[config.mk]
export PLATFORM = sky130hd
export DESIGN_NAME = double_ended_queue
export DESIGN_NICKNAME = d
export VERILOG_FILES = /design/src/rtl/dq_pkg.sv /design/src/rtl/dq_ram.sv /design/src/rtl/dq_ctrl.sv /design/src/rtl/dq_dp.sv /design/src/rtl/double_ended_queue.sv
export SDC_FILE = /design/constraint.sdc
export NUM_CORES = 1
export LEC_CHECK = 0
export BUFFER_PORTS_ARGS = -buffer_cell sky130_fd_sc_hd__buf_2
export CAP_MARGIN = 20
export CORE_MARGIN = 10
export CORE_UTILIZATION = 55
export DETAILED_ROUTE_END_ITERATION = 10
export GPL_TIMING_DRIVEN = 1
export HOLD_SLACK_MARGIN = 0.12
export PLACE_DENSITY = 0.74
export SLEW_MARGIN = 20
export SYNTH_ARGS = -nofsm -noshare
export SYNTH_HDL_FRONTEND = slang
export SYNTH_SLANG_ARGS = --single-unit
[constraint.sdc]
create_clock -name i_clk -period 5.7 [get_ports i_clk]
set_input_delay 0.57 -clock i_clk [delete_from_list [all_inputs] [get_ports i_clk]]
set_output_delay 0.57 -clock i_clk [all_outputs]
set_load 0.01 [all_outputs]
[src/rtl/dq_pkg.sv]
// Shared constants, codes and control types of the double-ended queue.
package dq_pkg;

    localparam int DEPTH      = 16;
    localparam int DATA_W     = 32;
    localparam int PTR_W      = $clog2(DEPTH);
    localparam int CNT_W      = $clog2(DEPTH + 1);
    localparam int CMD_W      = 3;
    localparam int POS_W      = 4;
    localparam int STATUS_W   = 2;
    localparam int OUT_CNT_W  = 5;
    localparam int S_TDATA_W  = 40;
    localparam int M_TDATA_W  = 40;

    localparam logic [CMD_W-1:0] CMD_PUSH_BACK  = 3'd0;
    localparam logic [CMD_W-1:0] CMD_POP_BACK   = 3'd1;
    localparam logic [CMD_W-1:0] CMD_PUSH_FRONT = 3'd2;
    localparam logic [CMD_W-1:0] CMD_POP_FRONT  = 3'd3;
    localparam logic [CMD_W-1:0] CMD_READ_INDEX = 3'd4;
    localparam logic [CMD_W-1:0] CMD_PEEK_BACK  = 3'd5;
    localparam logic [CMD_W-1:0] CMD_PEEK_FRONT = 3'd6;

    localparam logic [STATUS_W-1:0] ST_OK    = 2'd0;
    localparam logic [STATUS_W-1:0] ST_EMPTY = 2'd1;
    localparam logic [STATUS_W-1:0] ST_FULL  = 2'd2;

    typedef struct packed {
        logic load;
        logic exec;
        logic finish;
    } t_dq_cmd;

    typedef struct packed {
        logic out_free;
    } t_dq_stat;

endpackage

[src/rtl/dq_ram.sv]
// Generic single-port RAM with registered read data.
module dq_ram #(
    parameter int WIDTH = 32,
    parameter int DEPTH = 16
) (
    input  logic                     i_clk,
    input  logic                     i_we,
    input  logic                     i_re,
    input  logic [$clog2(DEPTH)-1:0] i_addr,
    input  logic [WIDTH-1:0]         i_wdata,
    output logic [WIDTH-1:0]         o_rdata
);

    logic [WIDTH-1:0] r_mem [DEPTH];
    logic [WIDTH-1:0] r_rdata;

    always_ff @(posedge i_clk) begin
        if (i_we) begin
            r_mem[i_addr] <= i_wdata;
        end
        if (i_re) begin
            r_rdata <= r_mem[i_addr];
        end
    end

    assign o_rdata = r_rdata;

endmodule

[src/rtl/dq_ctrl.sv]
// Controller state machine that sequences one command through the datapath.
module dq_ctrl (
    input  logic              i_clk,
    input  logic              i_rst_n,
    input  logic              i_s_tvalid,
    input  dq_pkg::t_dq_stat  i_stat,
    output logic              o_s_tready,
    output dq_pkg::t_dq_cmd   o_cmd
);
    import dq_pkg::*;

    localparam logic [1:0] S_IDLE = 2'd0;
    localparam logic [1:0] S_EXEC = 2'd1;
    localparam logic [1:0] S_DONE = 2'd2;

    logic [1:0] r_state;
    logic [1:0] n_state;

    always_comb begin
        n_state     = r_state;
        o_s_tready  = 1'b0;
        o_cmd       = '0;
        case (r_state)
            S_IDLE: begin
                o_s_tready = 1'b1;
                if (i_s_tvalid) begin
                    o_cmd.load = 1'b1;
                    n_state    = S_EXEC;
                end
            end
            S_EXEC: begin
                o_cmd.exec = 1'b1;
                n_state    = S_DONE;
            end
            S_DONE: begin
                if (i_stat.out_free) begin
                    o_cmd.finish = 1'b1;
                    n_state      = S_IDLE;
                end
            end
            default: begin
                n_state = S_IDLE;
            end
        endcase
    end

    always_ff @(posedge i_clk) begin
        if (!i_rst_n) begin
            r_state <= S_IDLE;
        end else begin
            r_state <= n_state;
        end
    end

    assert property (@(posedge i_clk) disable iff (!i_rst_n)
        o_cmd.load |=> o_cmd.exec)
        else $error("execute step did not follow a load");

    assert property (@(posedge i_clk) disable iff (!i_rst_n)
        o_cmd.exec |=> !o_s_tready)
        else $error("new word accepted before the result was stored");

endmodule

[src/rtl/dq_dp.sv]
// Datapath: ring store, front pointer, entry count and output register.
module dq_dp (
    input  logic                            i_clk,
    input  logic                            i_rst_n,
    input  dq_pkg::t_dq_cmd                 i_cmd,
    output dq_pkg::t_dq_stat                o_stat,
    input  logic [dq_pkg::CMD_W-1:0]        i_op,
    input  logic [dq_pkg::DATA_W-1:0]       i_value,
    input  logic [dq_pkg::POS_W-1:0]        i_pos,
    output logic                            o_out_valid,
    input  logic                            i_out_ready,
    output logic [dq_pkg::DATA_W-1:0]       o_data_out,
    output logic [dq_pkg::STATUS_W-1:0]     o_status,
    output logic [dq_pkg::OUT_CNT_W-1:0]    o_count
);
    import dq_pkg::*;

    logic [CMD_W-1:0]     r_op;
    logic [DATA_W-1:0]    r_value;
    logic [POS_W-1:0]     r_pos;
    logic [PTR_W-1:0]     r_front;
    logic [PTR_W-1:0]     n_front;
    logic [CNT_W-1:0]     r_count;
    logic [CNT_W-1:0]     n_count;
    logic [STATUS_W-1:0]  r_status;
    logic [STATUS_W-1:0]  n_status;
    logic                 r_rd;
    logic                 r_out_valid;
    logic [DATA_W-1:0]    r_out_data;
    logic [STATUS_W-1:0]  r_out_status;
    logic [CNT_W-1:0]     r_out_count;

    logic                 full;
    logic                 empty;
    logic                 pos_bad;
    logic [PTR_W-1:0]     offset;
    logic [PTR_W:0]       sum;
    logic [PTR_W-1:0]     slot;
    logic [PTR_W-1:0]     front_dec;
    logic [PTR_W-1:0]     front_inc;
    logic                 we;
    logic                 re;
    logic [PTR_W-1:0]     addr;
    logic [DATA_W-1:0]    rdata;

    assign full    = (r_count == CNT_W'(DEPTH));
    assign empty   = (r_count == '0);
    assign pos_bad = ({{CNT_W{1'b0}}, r_pos} >= {{POS_W{1'b0}}, r_count});

    always_comb begin
        case (r_op)
            CMD_PUSH_BACK: offset = r_count[PTR_W-1:0];
            CMD_READ_INDEX: offset = PTR_W'(r_pos);
            default: offset = PTR_W'(r_count - CNT_W'(1));
        endcase
    end

    assign sum  = {1'b0, r_front} + {1'b0, offset};
    assign slot = (sum >= (PTR_W+1)'(DEPTH)) ? PTR_W'(sum - (PTR_W+1)'(DEPTH))
                                             : sum[PTR_W-1:0];
    assign front_dec = (r_front == '0) ? PTR_W'(DEPTH - 1) : r_front - PTR_W'(1);
    assign front_inc = (r_front == PTR_W'(DEPTH - 1)) ? '0 : r_front + PTR_W'(1);

    always_comb begin
        n_front  = r_front;
        n_count  = r_count;
        n_status = ST_OK;
        we       = 1'b0;
        re       = 1'b0;
        addr     = slot;
        case (r_op)
            CMD_PUSH_BACK: begin
                if (full) begin
                    n_status = ST_FULL;
                end else begin
                    we      = 1'b1;
                    n_count = r_count + CNT_W'(1);
                end
            end
            CMD_PUSH_FRONT: begin
                addr = front_dec;
                if (full) begin
                    n_status = ST_FULL;
                end else begin
                    we      = 1'b1;
                    n_front = front_dec;
                    n_count = r_count + CNT_W'(1);
                end
            end
            CMD_POP_BACK: begin
                if (empty) begin
                    n_status = ST_EMPTY;
                end else begin
                    re      = 1'b1;
                    n_count = r_count - CNT_W'(1);
                end
            end
            CMD_POP_FRONT: begin
                addr = r_front;
                if (empty) begin
                    n_status = ST_EMPTY;
                end else begin
                    re      = 1'b1;
                    n_front = front_inc;
                    n_count = r_count - CNT_W'(1);
                end
            end
            CMD_READ_INDEX: begin
                if (pos_bad) begin
                    n_status = ST_EMPTY;
                end else begin
                    re = 1'b1;
                end
            end
            CMD_PEEK_BACK: begin
                if (empty) begin
                    n_status = ST_EMPTY;
                end else begin
                    re = 1'b1;
                end
            end
            CMD_PEEK_FRONT: begin
                addr = r_front;
                if (empty) begin
                    n_status = ST_EMPTY;
                end else begin
                    re = 1'b1;
                end
            end
            default: begin
                n_status = ST_OK;
            end
        endcase
    end

    dq_ram #(
        .WIDTH (DATA_W),
        .DEPTH (DEPTH)
    ) u_ram (
        .i_clk   (i_clk),
        .i_we    (i_cmd.exec & we),
        .i_re    (i_cmd.exec & re),
        .i_addr  (addr),
        .i_wdata (r_value),
        .o_rdata (rdata)
    );

    assign o_stat.out_free = !r_out_valid || i_out_ready;

    always_ff @(posedge i_clk) begin
        if (i_cmd.load) begin
            r_op    <= i_op;
            r_value <= i_value;
            r_pos   <= i_pos;
        end
        if (i_cmd.exec) begin
            r_status <= n_status;
            r_rd     <= re;
        end
        if (i_cmd.finish) begin
            r_out_data   <= r_rd ? rdata : '0;
            r_out_status <= r_status;
            r_out_count  <= r_count;
        end
    end

    always_ff @(posedge i_clk) begin
        if (!i_rst_n) begin
            r_front     <= '0;
            r_count     <= '0;
            r_out_valid <= 1'b0;
        end else begin
            if (i_cmd.exec) begin
                r_front <= n_front;
                r_count <= n_count;
            end
            if (i_cmd.finish) begin
                r_out_valid <= 1'b1;
            end else if (i_out_ready) begin
                r_out_valid <= 1'b0;
            end
        end
    end

    assign o_out_valid = r_out_valid;
    assign o_data_out  = r_out_data;
    assign o_status    = r_out_status;
    assign o_count     = OUT_CNT_W'(r_out_count);

    assert property (@(posedge i_clk) disable iff (!i_rst_n)
        r_count <= CNT_W'(DEPTH))
        else $error("entry count above the ring depth");

    assert property (@(posedge i_clk) disable iff (!i_rst_n)
        i_cmd.finish |-> (!r_out_valid || i_out_ready))
        else $error("result word overwritten before it was taken");

    assert property (@(posedge i_clk) disable iff (!i_rst_n)
        !i_cmd.exec |=> ($stable(r_front) && $stable(r_count)))
        else $error("pointer or count moved outside the execute step");

    assert property (@(posedge i_clk) disable iff (!i_rst_n)
        (r_out_valid && r_out_status == ST_FULL) |-> (r_out_count == CNT_W'(DEPTH)))
        else $error("full status reported with room left");

endmodule

[src/rtl/double_ended_queue.sv]
// Top level of the double-ended queue: controller and datapath.
//
//  channel  | dir | tdata fields (low bit up)                 | tuser
//  ---------+-----+-------------------------------------------+-------------
//  s        | in  | value[31:0], position[35:32], zero fill   | cmd[2:0]
//  m        | out | data_out[31:0], status[33:32], count[38:34], zero fill | none
//
//  Each command word passes through three steps: load, one ring access, and the
//  transfer into the output register, which waits while a result is untaken.
//  The result word is valid once stored there; new commands are accepted in idle.
//  The ring store is a RAM with registered read, which sets the middle step.
//  A result word waiting in the output register does not block the next
//  command; only a second finished result waits for the first to be taken.
//  Reset is synchronous and active low; it empties the queue at once.
module double_ended_queue (
    input  logic                             i_clk,
    input  logic                             i_rst_n,
    input  logic                             i_s_tvalid,
    output logic                             o_s_tready,
    input  logic [dq_pkg::S_TDATA_W-1:0]     i_s_tdata,  // value, position
    input  logic [dq_pkg::CMD_W-1:0]         i_s_tuser,  // cmd
    output logic                             o_m_tvalid,
    input  logic                             i_m_tready,
    output logic [dq_pkg::M_TDATA_W-1:0]     o_m_tdata   // data_out, status, count
);
    import dq_pkg::*;

    t_dq_cmd                cmd;
    t_dq_stat               stat;
    logic [DATA_W-1:0]      data_out;
    logic [STATUS_W-1:0]    status;
    logic [OUT_CNT_W-1:0]   count;

    dq_ctrl u_ctrl (
        .i_clk      (i_clk),
        .i_rst_n    (i_rst_n),
        .i_s_tvalid (i_s_tvalid),
        .i_stat     (stat),
        .o_s_tready (o_s_tready),
        .o_cmd      (cmd)
    );

    dq_dp u_dp (
        .i_clk       (i_clk),
        .i_rst_n     (i_rst_n),
        .i_cmd       (cmd),
        .o_stat      (stat),
        .i_op        (i_s_tuser),
        .i_value     (i_s_tdata[DATA_W-1:0]),
        .i_pos       (i_s_tdata[DATA_W+POS_W-1:DATA_W]),
        .o_out_valid (o_m_tvalid),
        .i_out_ready (i_m_tready),
        .o_data_out  (data_out),
        .o_status    (status),
        .o_count     (count)
    );

    assign o_m_tdata = {{(M_TDATA_W - DATA_W - STATUS_W - OUT_CNT_W){1'b0}},
                        count, status, data_out};

endmodule
Word-level counts from Yosys, hierarchy flattened
Memories as Yosys holds them, arrays and structs flattened. A register that Yosys moved wholly into a read port is not among the register bits.
Index checks and enable logic that the tools add are counted.
{"block": "word_totals", "regBits": 93, "latchBits": 0, "mem_bits_rw": 512, "romBits": 0, "out_inout_bits": 42, "elab_cells": 88, "mem_count": 1}
{"block": "classes", "n_addsub": 6, "n_mul": 0, "n_div": 0, "n_lt_le_gt_ge": 2, "eq_ne": 16, "shifts": 0, "n_mux": 33, "bitwise_logic": 2, "n_reduce_logical": 16}
{"name": "u_dp.u_ram.r_mem", "words": 16, "word_bits": 32, "read_ports": 1, "rd_clocked_by_memory_dff": 1, "wr": 1, "line": "dq_ram.sv:14", "text": "logic [WIDTH-1:0] r_mem [DEPTH];"}
{"cell": "one-hot mux 4 bit (2 select lines)", "count": 3}
{"cell": "2-to-1 mux 4 bit", "count": 5}
{"cell": "2-to-1 mux 1 bit", "count": 16}
{"cell": "!= test 2 bit (second input constant)", "count": 6}
{"cell": "one-hot mux 2 bit (3 select lines)", "count": 2}
{"cell": "2-to-1 mux 5 bit", "count": 2}
{"cell": "one-hot mux 5 bit (2 select lines)", "count": 1}
{"cell": "equality test 3 bit (second input constant)", "count": 3}
{"cell": "AND reduction 4 bit", "count": 2}
{"cell": "subtractor 4 x 1 -> 4 bit (second input constant)", "count": 2}
{"cell": "equality test 3 x 2 -> 1 bit (second input constant)", "count": 2}
{"cell": "2-to-1 mux 2 bit", "count": 3}
{"cell": "nonzero test 2 bit", "count": 3}
{"cell": "OR reduction 2 bit", "count": 3}
{"cell": "adder 4 x 4 -> 5 bit", "count": 1}
{"cell": "adder 5 x 1 -> 5 bit (second input constant)", "count": 1}
{"cell": "equality test 5 bit (second input constant)", "count": 1}
{"cell": ">= comparator 4 x 5 -> 1 bit", "count": 1}
{"cell": ">= comparator 5 bit (second input constant)", "count": 1}
{"cell": "zero test 5 bit", "count": 1}
{"cell": "subtractor 5 x 1 -> 5 bit (second input constant)", "count": 1}
{"cell": "adder 4 x 1 -> 4 bit (second input constant)", "count": 1}
{"cell": "equality test 4 bit (second input constant)", "count": 1}
{"cell": "zero test 4 bit", "count": 1}
{"cell": "11 further kinds", "count": 12}

Logic depth before layout (Yosys ltp)
{"block": "depth", "word_depth": 6, "depth_mapped": 15, "depth_no_buf": 12}

By module
From an unflattened synthesis, not the netlist that was laid out.
{"block": "unflattened", "cells_unflattened": 1124, "area_unflattened_um2": 24204.5}
{"mod": "dq_ram", "instances": 1, "cells_each": 840, "area_per_inst_um2": 20183.1}
{"mod": "dq_dp", "instances": 1, "cells_each": 273, "area_per_inst_um2": 3915.0}
{"mod": "dq_ctrl", "instances": 1, "cells_each": 9, "area_per_inst_um2": 95.1}
{"mod": "double_ended_queue", "instances": 1, "cells_each": 2, "area_per_inst_um2": 11.3}

Worst setup path before layout
No wires, ideal clock.
{"block": "synth_timing", "path_type": "register -> register", "startpoint": "register u_dp.r_op[2]", "endpoint": "memory u_dp.u_ram.r_mem[11][0] (enable)", "setup_time_ps": 461, "t_arrival_ps": 5174, "required_ps": 5239, "setup_slack_ps": 65, "path_stages_with_launch": 13, "synth_period_minus_slack_ps": 5635, "cell_sequence": "edfxtp_1 -> buf_2 -> clkbuf_1 -> a2111oi_0 -> a21oi_1 -> ha_1 -> inv_1 -> fa_1 -> a221oi_2 -> clkbuf_1 -> buf_1 -> nand2_1 -> nor3_1"}
{"block": "synth_via", "elab_chain_cells": 6}
{"element": "start, declared", "line": "dq_dp.sv:18", "text": "logic [CMD_W-1:0] r_op;"}
{"element": "start signal, assigned", "line": "dq_dp.sv:152", "text": "r_op <= i_op;"}
{"element": "equality test 3 bit (tied with other cells)", "line": "dq_dp.sv:51", "text": "case (r_op)"}
{"element": "one-hot mux 4 bit (2 select lines) / OR reduction 2 bit (equally long branches)"}
{"element": "adder 4 x 4 -> 5 bit / 2-to-1 mux 1 bit (equally long branches)"}
{"element": "subtractor 4 x 1 -> 4 bit (tied with other cells)", "line": "dq_dp.sv:59", "text": "assign slot = (sum >= (PTR_W+1)'(DEPTH)) ? PTR_W'(sum - (PTR_W+1)'(DEPTH))"}
{"element": "2-to-1 mux 4 bit / 2-to-1 mux 1 bit (equally long branches)", "line": "dq_dp.sv:59, dq_ram.sv:18"}
{"element": "one-hot mux 4 bit (2 select lines) / 2-to-1 mux 1 bit (equally long branches)", "line": "dq_dp.sv:71, dq_ram.sv:19"}
{"element": "end, declared", "line": "dq_ram.sv:14"}
Several ways; a longest one is shown, not always the timed one.

Final worst setup path
{"block": "layout_timing", "startpoint": "register u_dp.r_op[0]", "endpoint": "memory u_dp.u_ram.r_mem[3][10] (enable)"}
The elaborated chain is that of the path after synthesis.

==> out/qor_table.md <==
| Result | This run |
|---|---|
| Reg power frac | 0.516 |
| Slew @ Worst Pin | 0.959 ns |
| Final wirelength | 57500 um |
| Core Rows | 78 |
| Top-level port count | 89 |
| Unique cell type count in the Yosys netlist | 53 |
| Fin Clk Skew | 0.0186 ns |
| Clock root buffer master | sky130_fd_sc_hd__clkbuf_16 |
| Worst Setup End Kind | register |
| Via/cell ratio | 6.05 |
| Class of the most critical hold timing path | input pin to register |
| Vias in the first global route | 14800 |
| Floorplan die area | 54600 um2 |
| WP data required | 5.94 ns |
| Lkg Pwr | 9.92 nW |
| Hold violation count in the final report | 0 |
| Utilization of the core after routing | 0.631 |
| Post-detailed-route DRC marker count | 0 |
| Antenna diode count | 0 |
| First-pass DRT Iterations | 5 |
| Cell total after placement | 2317 |
| Worst relative slew slack | 0.361 |
| Post-DR wirelength/cell | 23.4 um |
| Port Buf Inserts | 83 |
| Outcome | finished, final reports clean |
| Die height | 234 um |
| Critical Path Fanout Max | 25 |
| Worst Setup Path Type | register to register |
| Initial core utilization | 0.555 |
| Sw Ratio | 0.241 |
| Net count after synthesis | 1760 |
| Cells after Synth | 1699 |
| Max-cap check violation count | 0 |
| Antenna violations before repair | 0 |
| Proportion of power drawn by the clock network | 0.374 |
| Final Setup Violations | 0 |
| Worst Path Arrival | 4.84 ns |
| Number of H-tree branching levels | 2 |
| Wire length of the first global-routing pass | 87300 um |
| Final Net Count | 1870 |
| Die outline width | 234 um |
| Share of synthesized registers carrying an async set or reset | 0 |
| Cell area after synthesis | 25100 um2 |
| Yosys reg bits | 637 |
| Post-CTS Resized | 0 |
| Average instance area after synthesis | 14.8 um2 |
| Number of synthesized flops with an enable pin | 625 |
| RSZ-0062 raised after global routing | false |
| Routed Antenna Nets | 0 |
| Maximum vdd ir drop | 0.229 mV |
| Area added between synthesis and finish | 13.7% |
| Layout cells sized above 1 | 0.135 |
| Largest net degree at the start of global routing | 129 |
| Net switching power figure | 2.48 mW |
| Placed wire-length estimate | 29600 um |
| TritonCTS buffer count | 61 |
| Iter 0 DRT Violations | 1612 |
| Number of cells in the finished layout apart from fillers | 2453 |
| Residual overflow from global routing | 0 |
| Sum Neg Setup Slack | 0 ns |
| Logic gate share of total power | 0.110 |
| Pint | 7.81 mW |
| Total core area | 45300 um2 |
| Power Dens Cells | 360 nW/um2 |
| Routed vias | 14800 |
| Portion of the clock cycle consumed by the worst path in the final layout | 0.806 |
| Sequential cell area fraction in the yosys report | 0.756 |
| Maximum buffer depth of the clock tree | 3 |
| Total number of yosys warnings | 0 |
| Overall routing resource usage | 0.209 |
| RD Place Congestion | 0.812 |
| Minimum period implied by the final worst setup slack | 4.59 ns |
| TritonCTS clock tree | yes |
| Max-slew violation total from the final report | 0 |
| Fillcell total | 3238 |
| Clock sinks | 637 |
| Upper clock frequency limit | 0.218 GHz |
| Post-synth top flop | sky130_fd_sc_hd__edfxtp_1 |
| CTS clock-pin slew for the worst setup and hold paths | 0.06 ns |
| Clock latency at the later pin of the worst-skew pair | 0.62 ns |
| Type of element launching the critical path | register |
[final cells by class]
class / count / area (um2) / area share
Timing Repair Buffer: 164 / 1130 / 0.0397
Sequential cell: 637 / 19000 / 0.665
Clock buffer: 78 / 1630 / 0.0572
Clock inverter: 29 / 250 / 0.00876
Multi-Input combinational cell: 931 / 5740 / 0.201
Inverter: 14 / 52.6 / 0.00184
Tap cell: 600 / 751 / 0.0263
[cells by family (layout without fill, tap and decap cells)]
logic type	Yosys count	count (layout)	synth area share
AOI/OAI and AO/OA	234	234	0.0697
xor gates and xnor gates	14	14	0.00488
adders and majority gates	14	14	0.00727
buffers and inverters	131	285	0.0219
DFF	637	637	0.756
muxes	102	102	0.0406
other	1	1	0.000149
and+or+nand+nor	566	566	0.0990
[synthesized netlist by cell type (14+ instances only)]
master	instances	area [um2]
sky130_fd_sc_hd__clkbuf_1	71	267
sky130_fd_sc_hd__inv_1	14	52.6
sky130_fd_sc_hd__nand2_1	339	1270
sky130_fd_sc_hd__and2_1	39	244
sky130_fd_sc_hd__mux2i_1	102	1020
sky130_fd_sc_hd__a221oi_1	66	578
sky130_fd_sc_hd__buf_2	32	160
sky130_fd_sc_hd__a211oi_1	65	488
sky130_fd_sc_hd__nand3_1	132	661
sky130_fd_sc_hd__a31oi_1	65	407
sky130_fd_sc_hd__nor3_1	18	90.1
sky130_fd_sc_hd__edfxtp_1	625	18800
[metal layers]
metal  vias up  wire length [um]  global-route usage
li1       6694                 -                   -
met1      7389             23300               0.280
met2       657             28300               0.343
met3       101              4580              0.0324
met4         0              1380              0.0756
met5         -                 0                   0
[state kept, by name, indices dropped and copies added (netlist names)]
register / flops
u_dp.u_ram.r_mem: 512
u_dp.o_data_out: 32
u_dp.r_value: 32
u_dp.u_ram.o_rdata: 32
u_dp.o_count: 5
u_dp.r_count: 5
u_dp.r_front: 4
u_dp.r_pos: 4
u_dp.r_op: 3
u_ctrl.r_state: 2
u_dp.o_status: 2
u_dp.r_status: 2
u_dp.o_out_valid: 1
u_dp.r_rd: 1
[worst max-delay path, stage by stage (launching register included)]
cell and delay, ns:
sky130_fd_sc_hd__edfxtp_1 0.68, sky130_fd_sc_hd__nor2_4 0.30, sky130_fd_sc_hd__o21ai_0 0.12, sky130_fd_sc_hd__a21oi_1 0.18, sky130_fd_sc_hd__ha_1 0.19, sky130_fd_sc_hd__inv_1 0.06, sky130_fd_sc_hd__fa_1 0.55, sky130_fd_sc_hd__a221oi_4 0.61
sky130_fd_sc_hd__nand2_1 0.29, sky130_fd_sc_hd__nor3_2 0.66, sky130_fd_sc_hd__buf_4 0.56
[cell usage in the layout, fill, tap and decap left out, types with 11 or more instances in the layout]
cell type | synthesis | layout
sky130_fd_sc_hd__nand3_1 | 132 | 132
sky130_fd_sc_hd__clkbuf_1 | 71 | 15
sky130_fd_sc_hd__nor3_2 | 0 | 16
sky130_fd_sc_hd__inv_1 | 14 | 14
sky130_fd_sc_hd__a31oi_1 | 65 | 65
sky130_fd_sc_hd__dlygate4sd3_1 | 0 | 29
sky130_fd_sc_hd__and2_1 | 39 | 38
sky130_fd_sc_hd__nand2_1 | 339 | 339
sky130_fd_sc_hd__ha_1 | 13 | 13
sky130_fd_sc_hd__edfxtp_1 | 625 | 625
sky130_fd_sc_hd__clkinv_2 | 0 | 11
sky130_fd_sc_hd__a211oi_1 | 65 | 65
sky130_fd_sc_hd__buf_4 | 5 | 49
sky130_fd_sc_hd__mux2i_1 | 102 | 102
sky130_fd_sc_hd__a221oi_1 | 66 | 65
sky130_fd_sc_hd__dfxtp_1 | 12 | 12
sky130_fd_sc_hd__nor2_1 | 13 | 12
sky130_fd_sc_hd__buf_2 | 32 | 83
sky130_fd_sc_hd__clkbuf_16 | 0 | 63
[power by group through the flow]
stage	logic, mW	clock network, mW	registers (mW)
after CTS	1.13	3.89	5.31
after detailed placement	1.11	0	5.40
after floorplan	0.800	0	5.38
after global routing	1.24	4.10	5.31
after global placement	1.08	0	5.40
final	1.13	3.85	5.31
[worst paths after layout]
kind / from / endpoint / slack, ns / depth (start not counted)
setup reg to reg: u_dp.r_op[0] / u_dp.u_ram.r_mem[3][10] / 1.11 / 10
setup / recovery: u_dp.r_op[0] / u_dp.u_ram.r_mem[3][10] / 1.11 / 10
hold / removal: i_s_tdata[27] / u_dp.r_value[27] / 0.14 / 1
hold reg to reg: u_dp.r_status[0] / u_dp.o_status[0] / 0.43 / 0
[stage by stage]
stage,cell area (um2),power [mW],hold slack [ns],worst slack (ns)
2_1_floorplan,25100,6.18,0.400,0.0647
3_3_place_gp,26400,6.48,0.405,1.27
3_5_place_dp,26400,6.51,0.412,1.20
4_1_cts,28600,10.3,0.120,1.16
5_1_grt,28600,10.7,0.121,0.934
6_report,28600,10.3,0.145,1.11
[what timing repair did]
action | 4_1_cts | 5_1_grt
endpoints found under the hold margin | 29 | 0
buffers inserted | 0 | 0
hold buffers | 29 | 0
setup endpoints to repair | 0 | 0
Note: power is estimated with default switching activity, not from simulation.
